<file path="config.mk">
export PLATFORM = sky130hd
export DESIGN_NAME = convex_polygon_overlap_sat_core
export DESIGN_NICKNAME = d
export VERILOG_FILES = /design/src/sv/cpo_pkg.sv /design/src/sv/cpo_datapath.sv /design/src/sv/cpo_ctrl.sv /design/src/sv/convex_polygon_overlap_sat_core.sv
export SDC_FILE = /design/constraint.sdc
export NUM_CORES = 2
export LEC_CHECK = 0
export ABC_CLOCK_PERIOD_IN_PS = 12500
export BUFFER_PORTS_ARGS = -buffer_cell sky130_fd_sc_hd__buf_2
export CORE_UTILIZATION = 45
export CTS_BUF_LIST = sky130_fd_sc_hd__clkbuf_2 sky130_fd_sc_hd__clkbuf_4 sky130_fd_sc_hd__clkbuf_8
export DETAILED_ROUTE_END_ITERATION = 6
export SLEW_MARGIN = 20
export SYNTH_ARGS = -nofsm -noshare
export SYNTH_HDL_FRONTEND = slang
export SYNTH_SLANG_ARGS = --single-unit
</file>
<file path="constraint.sdc">
create_clock -name i_clk -period 12.5 [get_ports i_clk]
set_input_delay 1.875 -clock i_clk [delete_from_list [all_inputs] [get_ports i_clk]]
set_output_delay 1.875 -clock i_clk [all_outputs]
set_load 0.1 [all_outputs]
</file>
<file path="src/sv/cpo_pkg.sv">
package cpo_pkg;

    localparam int CoordW = 17;
    localparam int NormW  = 18;
    localparam int ProjW  = 37;

    typedef enum logic [2:0] {
        ST_LOAD,
        ST_EDGE,
        ST_NORM,
        ST_PROJ,
        ST_CMP,
        ST_OUT
    } t_state;

    // controller to datapath
    typedef struct packed {
        logic store;      // write incoming vertex
        logic edge_rd;    // read edge endpoints
        logic norm_ld;    // latch normal from endpoints
        logic proj_clr;   // start new intervals
        logic proj_step;  // accumulate one projection
        logic proj_rd;    // read vertex for projection
    } t_cmd;

endpackage

</file>
<file path="src/sv/cpo_datapath.sv">
module cpo_datapath #(
    parameter int MAX_VERTICES = 16,
    parameter int IW = 4
) (
    input  logic                       i_clk,
    input  cpo_pkg::t_cmd              i_cmd,
    input  logic                       i_wr_poly,
    input  logic [IW-1:0]              i_wr_idx,
    input  logic signed [15:0]         i_vx,
    input  logic signed [15:0]         i_vy,
    input  logic signed [15:0]         i_px,
    input  logic signed [15:0]         i_py,
    input  logic                       i_edge_poly,
    input  logic [IW-1:0]              i_e0,
    input  logic [IW-1:0]              i_e1,
    input  logic                       i_rd_poly,
    input  logic [IW-1:0]              i_rd_idx,
    input  logic                       i_acc_poly,
    input  logic                       i_acc_first,
    output logic                       o_sep
);
    localparam int CW = cpo_pkg::CoordW;
    localparam int NW = cpo_pkg::NormW;
    localparam int PW = cpo_pkg::ProjW;

    logic [2*CW-1:0] r_mem_a [MAX_VERTICES];
    logic [2*CW-1:0] r_mem_b [MAX_VERTICES];
    logic [2*CW-1:0] r_p0, r_p1, r_pv;
    logic signed [NW-1:0] r_nx, r_ny;
    logic signed [PW-1:0] r_mina, r_maxa, r_minb, r_maxb;
    logic signed [CW-1:0] w_wx, w_wy;
    logic signed [NW+CW-1:0] w_mx, w_my;
    logic signed [PW-1:0] w_proj;

    assign w_wx = CW'(i_vx) + CW'(i_px);
    assign w_wy = CW'(i_vy) + CW'(i_py);

    always_ff @(posedge i_clk) begin
        if (i_cmd.store) begin
            if (i_wr_poly) r_mem_b[i_wr_idx] <= {w_wy, w_wx};
            else r_mem_a[i_wr_idx] <= {w_wy, w_wx};
        end
        if (i_cmd.edge_rd) begin
            r_p0 <= i_edge_poly ? r_mem_b[i_e0] : r_mem_a[i_e0];
            r_p1 <= i_edge_poly ? r_mem_b[i_e1] : r_mem_a[i_e1];
        end
        if (i_cmd.proj_rd) begin
            r_pv <= i_rd_poly ? r_mem_b[i_rd_idx] : r_mem_a[i_rd_idx];
        end
    end

    // normal = (y1 - y0, x0 - x1)
    always_ff @(posedge i_clk) begin
        if (i_cmd.norm_ld) begin
            r_nx <= NW'($signed(r_p1[2*CW-1:CW])) - NW'($signed(r_p0[2*CW-1:CW]));
            r_ny <= NW'($signed(r_p0[CW-1:0])) - NW'($signed(r_p1[CW-1:0]));
        end
    end

    assign w_mx = r_nx * $signed(r_pv[CW-1:0]);
    assign w_my = r_ny * $signed(r_pv[2*CW-1:CW]);
    assign w_proj = PW'(w_mx) + PW'(w_my);

    always_ff @(posedge i_clk) begin
        if (i_cmd.proj_clr) begin
            r_mina <= '0; r_maxa <= '0; r_minb <= '0; r_maxb <= '0;
        end else if (i_cmd.proj_step) begin
            if (i_acc_poly) begin
                if (i_acc_first || w_proj < r_minb) r_minb <= w_proj;
                if (i_acc_first || w_proj > r_maxb) r_maxb <= w_proj;
            end else begin
                if (i_acc_first || w_proj < r_mina) r_mina <= w_proj;
                if (i_acc_first || w_proj > r_maxa) r_maxa <= w_proj;
            end
        end
    end

    assign o_sep = (r_maxa < r_minb) || (r_maxb < r_mina);

endmodule

</file>
<file path="src/sv/cpo_ctrl.sv">
module cpo_ctrl #(
    parameter int MAX_VERTICES = 16,
    parameter int IW = 4,
    parameter int CNW = 5
) (
    input  logic               i_clk,
    input  logic               i_rst_n,
    input  logic               i_in_fire,
    input  logic               i_action,
    input  logic               i_which,
    input  logic               i_ev,
    input  logic               i_last,
    input  logic               i_out_ready,
    input  logic               i_sep,
    output cpo_pkg::t_cmd      o_cmd,
    output logic [IW-1:0]      o_wr_idx,
    output logic               o_edge_poly,
    output logic [IW-1:0]      o_e0,
    output logic [IW-1:0]      o_e1,
    output logic               o_rd_poly,
    output logic [IW-1:0]      o_rd_idx,
    output logic               o_acc_poly,
    output logic               o_acc_first,
    output logic               o_in_ready,
    output logic               o_out_valid,
    output logic               o_touch,
    output logic               o_block
);
    cpo_pkg::t_state r_state, n_state;
    logic [CNW-1:0] r_cnt_a, r_cnt_b;
    logic [1:0] r_empty, r_ev;
    logic r_a_closed;
    logic r_epoly;
    logic [IW-1:0] r_eidx;
    logic r_ppoly;
    logic [IW-1:0] r_pidx;
    logic r_sv;          // projection read issued last cycle
    logic r_sv_poly, r_sv_first;
    logic r_touch, r_block;
    logic w_pdone, w_edone, w_fin, w_skip, w_go;
    logic [CNW-1:0] w_ca, w_cb, w_ecnt, w_pcnt;
    logic [IW-1:0] w_enext;

    assign w_ca = r_cnt_a;
    assign w_cb = r_cnt_b;
    assign w_ecnt = r_epoly ? w_cb : w_ca;
    assign w_pcnt = r_ppoly ? w_cb : w_ca;
    assign w_enext = ({1'b0, r_eidx} + CNW'(1) == w_ecnt) ? '0 : r_eidx + IW'(1);
    assign w_pdone = r_ppoly && ({1'b0, r_pidx} + CNW'(1) == w_cb);
    assign w_edone = r_epoly && ({1'b0, r_eidx} + CNW'(1) == w_cb);
    assign w_fin = i_in_fire && i_which && (i_last || i_action);
    // skip the axis sweep when either polygon is missing
    assign w_skip = r_empty[0] || r_empty[1] || i_action || (r_cnt_a == '0);

    assign o_in_ready = (r_state == cpo_pkg::ST_LOAD);
    assign o_out_valid = (r_state == cpo_pkg::ST_OUT);
    assign o_touch = r_touch;
    assign o_block = r_block;
    assign o_wr_idx = i_which ? r_cnt_b[IW-1:0] : (r_a_closed ? '0 : r_cnt_a[IW-1:0]);
    assign o_edge_poly = r_epoly;
    assign o_e0 = r_eidx;
    assign o_e1 = w_enext;
    assign o_rd_poly = r_ppoly;
    assign o_rd_idx = r_pidx;
    assign o_acc_poly = r_sv_poly;
    assign o_acc_first = r_sv_first;

    always_comb begin
        n_state = r_state;
        case (r_state)
            cpo_pkg::ST_LOAD: begin
                if (w_fin) n_state = w_skip ? cpo_pkg::ST_OUT : cpo_pkg::ST_EDGE;
            end
            cpo_pkg::ST_EDGE: n_state = cpo_pkg::ST_NORM;
            cpo_pkg::ST_NORM: n_state = cpo_pkg::ST_PROJ;
            cpo_pkg::ST_PROJ: begin
                if (w_pdone) n_state = cpo_pkg::ST_CMP;
            end
            cpo_pkg::ST_CMP: begin
                if (!r_sv) begin
                    if (i_sep || w_edone) n_state = cpo_pkg::ST_OUT;
                    else n_state = cpo_pkg::ST_EDGE;
                end
            end
            cpo_pkg::ST_OUT: begin
                if (i_out_ready) n_state = cpo_pkg::ST_LOAD;
            end
            default: n_state = cpo_pkg::ST_LOAD;
        endcase
    end

    always_comb begin
        o_cmd = '0;
        case (r_state)
            cpo_pkg::ST_LOAD: begin
                o_cmd.store = i_in_fire && !i_action
                    && ((i_which ? r_cnt_b : ((r_a_closed) ? '0 : r_cnt_a))
                        < CNW'(MAX_VERTICES));
            end
            cpo_pkg::ST_EDGE: o_cmd.edge_rd = 1'b1;
            cpo_pkg::ST_NORM: begin
                o_cmd.norm_ld = 1'b1;
                o_cmd.proj_clr = 1'b1;
            end
            cpo_pkg::ST_PROJ: begin
                o_cmd.proj_rd = 1'b1;
                o_cmd.proj_step = r_sv;
            end
            cpo_pkg::ST_CMP: o_cmd.proj_step = r_sv;
            default: o_cmd = '0;
        endcase
    end

    assign w_go = (r_state == cpo_pkg::ST_LOAD) && w_fin;

    always_ff @(posedge i_clk) begin
        if (!i_rst_n) begin
            r_state <= cpo_pkg::ST_LOAD;
            r_cnt_a <= '0; r_cnt_b <= '0;
            r_empty <= '0; r_ev <= '0; r_a_closed <= 1'b0;
            r_sv <= 1'b0;
            r_touch <= 1'b0; r_block <= 1'b0;
        end else begin
            r_state <= n_state;
            r_sv <= (r_state == cpo_pkg::ST_PROJ);
            if (r_state == cpo_pkg::ST_LOAD && i_in_fire) begin
                if (!i_which) begin
                    r_ev[0] <= i_ev;
                    if (i_action) begin
                        r_cnt_a <= '0;
                        r_empty[0] <= 1'b1;
                    end else if (r_a_closed) begin
                        r_cnt_a <= CNW'(1);
                        r_empty[0] <= 1'b0;
                    end else if (r_cnt_a < CNW'(MAX_VERTICES)) begin
                        r_cnt_a <= r_cnt_a + CNW'(1);
                    end
                    r_a_closed <= i_last || i_action;
                end else begin
                    r_ev[1] <= i_ev;
                    if (i_action) begin
                        r_cnt_b <= '0;
                        r_empty[1] <= 1'b1;
                    end else if (r_cnt_b < CNW'(MAX_VERTICES)) begin
                        r_cnt_b <= r_cnt_b + CNW'(1);
                    end
                end
            end
            if (w_go && w_skip) begin
                r_touch <= 1'b0;
                r_block <= 1'b0;
            end
            if (r_state == cpo_pkg::ST_CMP && !r_sv && (i_sep || w_edone)) begin
                r_touch <= !i_sep;
                r_block <= !i_sep && (r_ev != 2'b11);
            end
            if (r_state == cpo_pkg::ST_OUT && i_out_ready) begin
                r_cnt_a <= '0; r_cnt_b <= '0;
                r_empty <= '0; r_ev <= '0; r_a_closed <= 1'b0;
            end
        end
    end

    // edge and projection walkers
    always_ff @(posedge i_clk) begin
        if (w_go) begin
            r_epoly <= 1'b0;
            r_eidx <= '0;
        end else if (r_state == cpo_pkg::ST_CMP && !r_sv && !i_sep && !w_edone) begin
            if ({1'b0, r_eidx} + CNW'(1) == w_ecnt) begin
                r_epoly <= 1'b1;
                r_eidx <= '0;
            end else begin
                r_eidx <= r_eidx + IW'(1);
            end
        end
        if (r_state == cpo_pkg::ST_NORM) begin
            r_ppoly <= 1'b0;
            r_pidx <= '0;
        end else if (r_state == cpo_pkg::ST_PROJ) begin
            if ({1'b0, r_pidx} + CNW'(1) == w_pcnt) begin
                r_ppoly <= 1'b1;
                r_pidx <= '0;
            end else begin
                r_pidx <= r_pidx + IW'(1);
            end
        end
        r_sv_poly <= r_ppoly;
        r_sv_first <= (r_pidx == '0);
    end

endmodule

</file>
<file path="src/sv/convex_polygon_overlap_sat_core.sv">
// Separating-axis overlap test for two convex 2D polygons. Stream polygon A's
// vertices, then B's, one per beat; tdata carries local vertex plus body position
// (summed on entry), tuser the action and polygon select, tlast the final vertex.
// A result beat (touching, blocking) follows B's final or action beat only. tready
// stays high throughout loading; the test visits each edge normal of A then B,
// projecting every vertex of both polygons per axis on the single projection
// multiplier pair, and stops at the first separating axis. No beats are taken
// meanwhile.
module convex_polygon_overlap_sat_core #(
    parameter int MAX_VERTICES = 16
) (
    input  logic        i_clk,
    input  logic        i_rst_n,
    input  logic        s_axis_tvalid,
    output logic        s_axis_tready,
    // vert_x[15:0], vert_y[31:16], pos_x[47:32], pos_y[63:48], events_only[64]
    input  logic [71:0] s_axis_tdata,
    // action[0], which_poly[1]
    input  logic [1:0]  s_axis_tuser,
    input  logic        s_axis_tlast,
    output logic        m_axis_tvalid,
    input  logic        m_axis_tready,
    // touching[0], blocking[1]
    output logic [7:0]  m_axis_tdata
);
    localparam int IW  = (MAX_VERTICES > 1) ? $clog2(MAX_VERTICES) : 1;
    localparam int CNW = $clog2(MAX_VERTICES + 1);

    cpo_pkg::t_cmd w_cmd;
    logic [IW-1:0] w_wr_idx, w_e0, w_e1, w_rd_idx;
    logic w_edge_poly, w_rd_poly, w_acc_poly, w_acc_first, w_sep;
    logic w_touch, w_block, w_fire;

    assign w_fire = s_axis_tvalid && s_axis_tready;
    assign m_axis_tdata = {6'b0, w_block, w_touch};

    cpo_ctrl #(.MAX_VERTICES(MAX_VERTICES), .IW(IW), .CNW(CNW)) u_ctrl (
        .i_clk(i_clk), .i_rst_n(i_rst_n), .i_in_fire(w_fire),
        .i_action(s_axis_tuser[0]), .i_which(s_axis_tuser[1]),
        .i_ev(s_axis_tdata[64]), .i_last(s_axis_tlast),
        .i_out_ready(m_axis_tready), .i_sep(w_sep), .o_cmd(w_cmd),
        .o_wr_idx(w_wr_idx), .o_edge_poly(w_edge_poly), .o_e0(w_e0), .o_e1(w_e1),
        .o_rd_poly(w_rd_poly), .o_rd_idx(w_rd_idx), .o_acc_poly(w_acc_poly),
        .o_acc_first(w_acc_first), .o_in_ready(s_axis_tready),
        .o_out_valid(m_axis_tvalid), .o_touch(w_touch), .o_block(w_block)
    );

    cpo_datapath #(.MAX_VERTICES(MAX_VERTICES), .IW(IW)) u_dp (
        .i_clk(i_clk), .i_cmd(w_cmd), .i_wr_poly(s_axis_tuser[1]),
        .i_wr_idx(w_wr_idx),
        .i_vx(s_axis_tdata[15:0]), .i_vy(s_axis_tdata[31:16]),
        .i_px(s_axis_tdata[47:32]), .i_py(s_axis_tdata[63:48]),
        .i_edge_poly(w_edge_poly), .i_e0(w_e0), .i_e1(w_e1),
        .i_rd_poly(w_rd_poly), .i_rd_idx(w_rd_idx),
        .i_acc_poly(w_acc_poly), .i_acc_first(w_acc_first), .o_sep(w_sep)
    );

endmodule
</file>
==> impl_metrics.json <==
{
  "crit_path_end_kind": "register",
  "cp.arrival_ps": 12180,
  "syn_area_per_cell_um2": 12.6,
  "clockBufferDepth": 3,
  "grt_max_degree": 149,
  "ioPinCount": 89,
  "fin_cells": 11287,
  "die_y_um": 477,
  "layout_common_cells": "edfxtp_1, nand2_1, inv_1",
  "syn_inst": 8081,
  "period_needed_ps": 11370,
  "crit_family": "adder cells",
  "cts_tree": "built",
  "critPathLaunchType": "register",
  "cts_resized": 0,
  "syn_area_um2": 102000,
  "nets": 9313,
  "hold_class": "register to register",
  "cp_slowest_cell": "edfxtp_1",
  "hold_violations": 0,
  "setup_viol": 0,
  "synth_edf_count": 1226,
  "place_congestion": 0.878,
  "detailed_place_hpwl_um": 203000,
  "clkSinkCount": 1411,
  "required_ps": 13320,
  "maxSlewViolCount": 0,
  "rows": 174,
  "rsz0062_at_grt": "false",
  "outcome": "complete, no violations",
  "cpMostUsedCell": "fa_1",
  "postCtsSetupBuffers": 0,
  "dr.pass1.iters": 6,
  "grt_usage_pct": 28.1,
  "yosysSeqAreaShare_pct": 39.9,
  "cts-buffers-inserted": 236,
  "synthDistinctLibCells": 68,
  "critical-path-max-stage-delay_ps": 850,
  "path_class": "register to register",
  "fmax_mhz": 88.0,
  "cts.hold.buffers_added": 0,
  "clock_skew_ps": 78.7,
  "ys_ff_latch": 1411,
  "maxCapViolations": 0,
  "cts_max_level": 4,
  "post_drt_via_cell_ratio": 6.24,
  "drt_iter0_markers": 7617,
  "path_clk_slew_ps": 60,
  "async_reset_ff_share_pct": 0,
  "ys_warn_count": 0,
  "cts-root-buf": "clkbuf_8",
  "clock_latency_ps": 1010,
  "place_inst": 10846,
  "syn_to_final_growth_pct": 9.32,
  "start_util_pct": 45.2,
  "grt_pass1_wl_um": 471000,
  "ys.flop_type": "edfxtp_1",
  "grt_pass1_vias": 71707,
  "die_w_um": 477,
  "cp_num_buf_inv": 7,
  "die-area_um2": 228000,
  "wl_per_cell_um": 28.4,
  "fillers": 19595,
  "worst_pin_slew_ps": 1230,
  "fin_crit_sh_pct": 90.9,
  "num_vias": 70413,
  "drive_above_1_share_pct": 19.1,
  "ant_nets": 0,
  "core_um2": 225000,
  "overflow": 0,
  "antenna_found_initial": 12,
  "setup_tns_ps": 0,
  "drc": 0,
  "routed_wl_um": 320000,
  "cp_max_fo": 24,
  "fin_util_pct": 49.5,
  "maxSlewHeadroom_pct": 17.8,
  "port-buffer-count": 75,
  "mostFrequentLayoutCell": "edfxtp_1"
}
-- kinds of logic after synthesis --
logic type | after synthesis | synth area share, %
AO/OA/AOI/OAI | 763 | 5.17
XOR/XNOR | 123 | 1.06
adder cells (fa/ha/maj) | 1142 | 19.3
buffers and inverters | 1430 | 5.34
flip-flops | 1411 | 39.9
multiplexers | 995 | 19.1
other | 1 | 0.00369
AND/OR/NAND/NOR | 2216 | 10.1
-- synth_stat cells (all sizes together), types with 8 or more instances --
cell type     n  share of area, %
a2111oi      20              0.19
a211oi       91              0.67
a21o         57              0.42
a21oi       129              0.64
a22oi        36              0.27
a31oi        88              0.54
and2        386               2.4
and3         51              0.31
buf          70              0.32
clkbuf      404               1.5
dfxtp       185               3.6
edfxtp     1226                36
fa          712                14
ha          430               5.3
inv         956               3.5
mux2        103               1.1
mux2i       144               1.4
mux4        748                17
nand2       989               3.7
nand2b       33              0.20
nand3       287               1.4
nand4        36              0.22
nor2        300               1.1
nor2b        42              0.26
nor3         41              0.21
nor3b         8             0.059
o2111ai      75              0.65
o211ai       80              0.59
o21a         21              0.16
o21ai        95              0.47
o21bai       15              0.11
o31ai        13             0.096
or3           9             0.055
or4           9             0.066
xnor2        96              0.83
xor2         27              0.23
-- layer usage --
metal / track usage (%) / up-vias / share of wire [%]
met4: 14.9 / 6 / 5.9
met2: 45.2 / 4104 / 47
met3: 5.50 / 938 / 9.9
met5: 0 / - / 0.013
li1: - / 29178 / -
met1: 36.0 / 36187 / 37
-- worst register-to-register path, delay by kind of cell, from the launching register on --
kind / cells / cell delay [ps]
AOI/OAI and AO/OA: 10 / 2350
DFF: 1 / 850
muxes: 1 / 280
and+or+nand+nor: 5 / 1640
adders and majority gates: 10 / 4790
buffers and inverters: 7 / 1040
xor gates and xnor gates: 1 / 300
-- registers in the layout, summed over array words and instances (netlist names), 5 cells and up, named ones only --
name and count:
u_dp.r_mem_a 544, u_dp.r_mem_b 544, u_dp.r_maxa 36, u_dp.r_maxb 36, u_dp.r_mina 36, u_dp.r_minb 36
u_dp.r_p0 34, u_dp.r_p1 34, u_dp.r_pv 34, u_dp.r_nx 18, u_dp.r_ny 18, u_ctrl.r_cnt_a 5
u_ctrl.r_cnt_b 5
-- final timing paths --
kind / startpoint / end / slack [ps] / cells after the start
hold reg to reg: u_ctrl.o_rd_idx[3]$_SDFFE_PP0P_ / u_ctrl.o_acc_first$_DFF_P_ / 440 / 1
setup reg to reg: u_dp.r_pv[17]$_DFFE_PP_ / u_dp.r_maxb[7]$_SDFFE_PP0P_ / 1130 / 34
setup / recovery: u_dp.r_pv[17]$_DFFE_PP_ / u_dp.r_maxb[7]$_SDFFE_PP0P_ / 1130 / 34
hold / removal: u_ctrl.o_rd_idx[3]$_SDFFE_PP0P_ / u_ctrl.o_acc_first$_DFF_P_ / 440 / 1
-- per-stage QoR --
stage                     area [um^2]  hold WS (ps)  worst slack (ps)
final                          111000           443              1130
after floorplan                102000           410              2580
after detailed placement       106000           465              1090
after CTS                      111000           427              1120
after global routing           111000           459               478
after global placement         106000           450              1160
-- area by class of cell --
type / instances / area [um^2] / area share (%)
repair buffers: 242 / 1780 / 1.60
diodes: 9 / 22.5 / 0.0203
clock inverters: 114 / 1110 / 0.998
multi-input cells: 5245 / 56400 / 50.8
flip-flops and latches: 1411 / 40600 / 36.5
well taps: 2992 / 3740 / 3.37
clock buffers: 318 / 3910 / 3.52
inverters: 956 / 3590 / 3.23
Power is not shown: default switching activity piles up to over one toggle a cycle in this logic, so the estimate is an artifact.
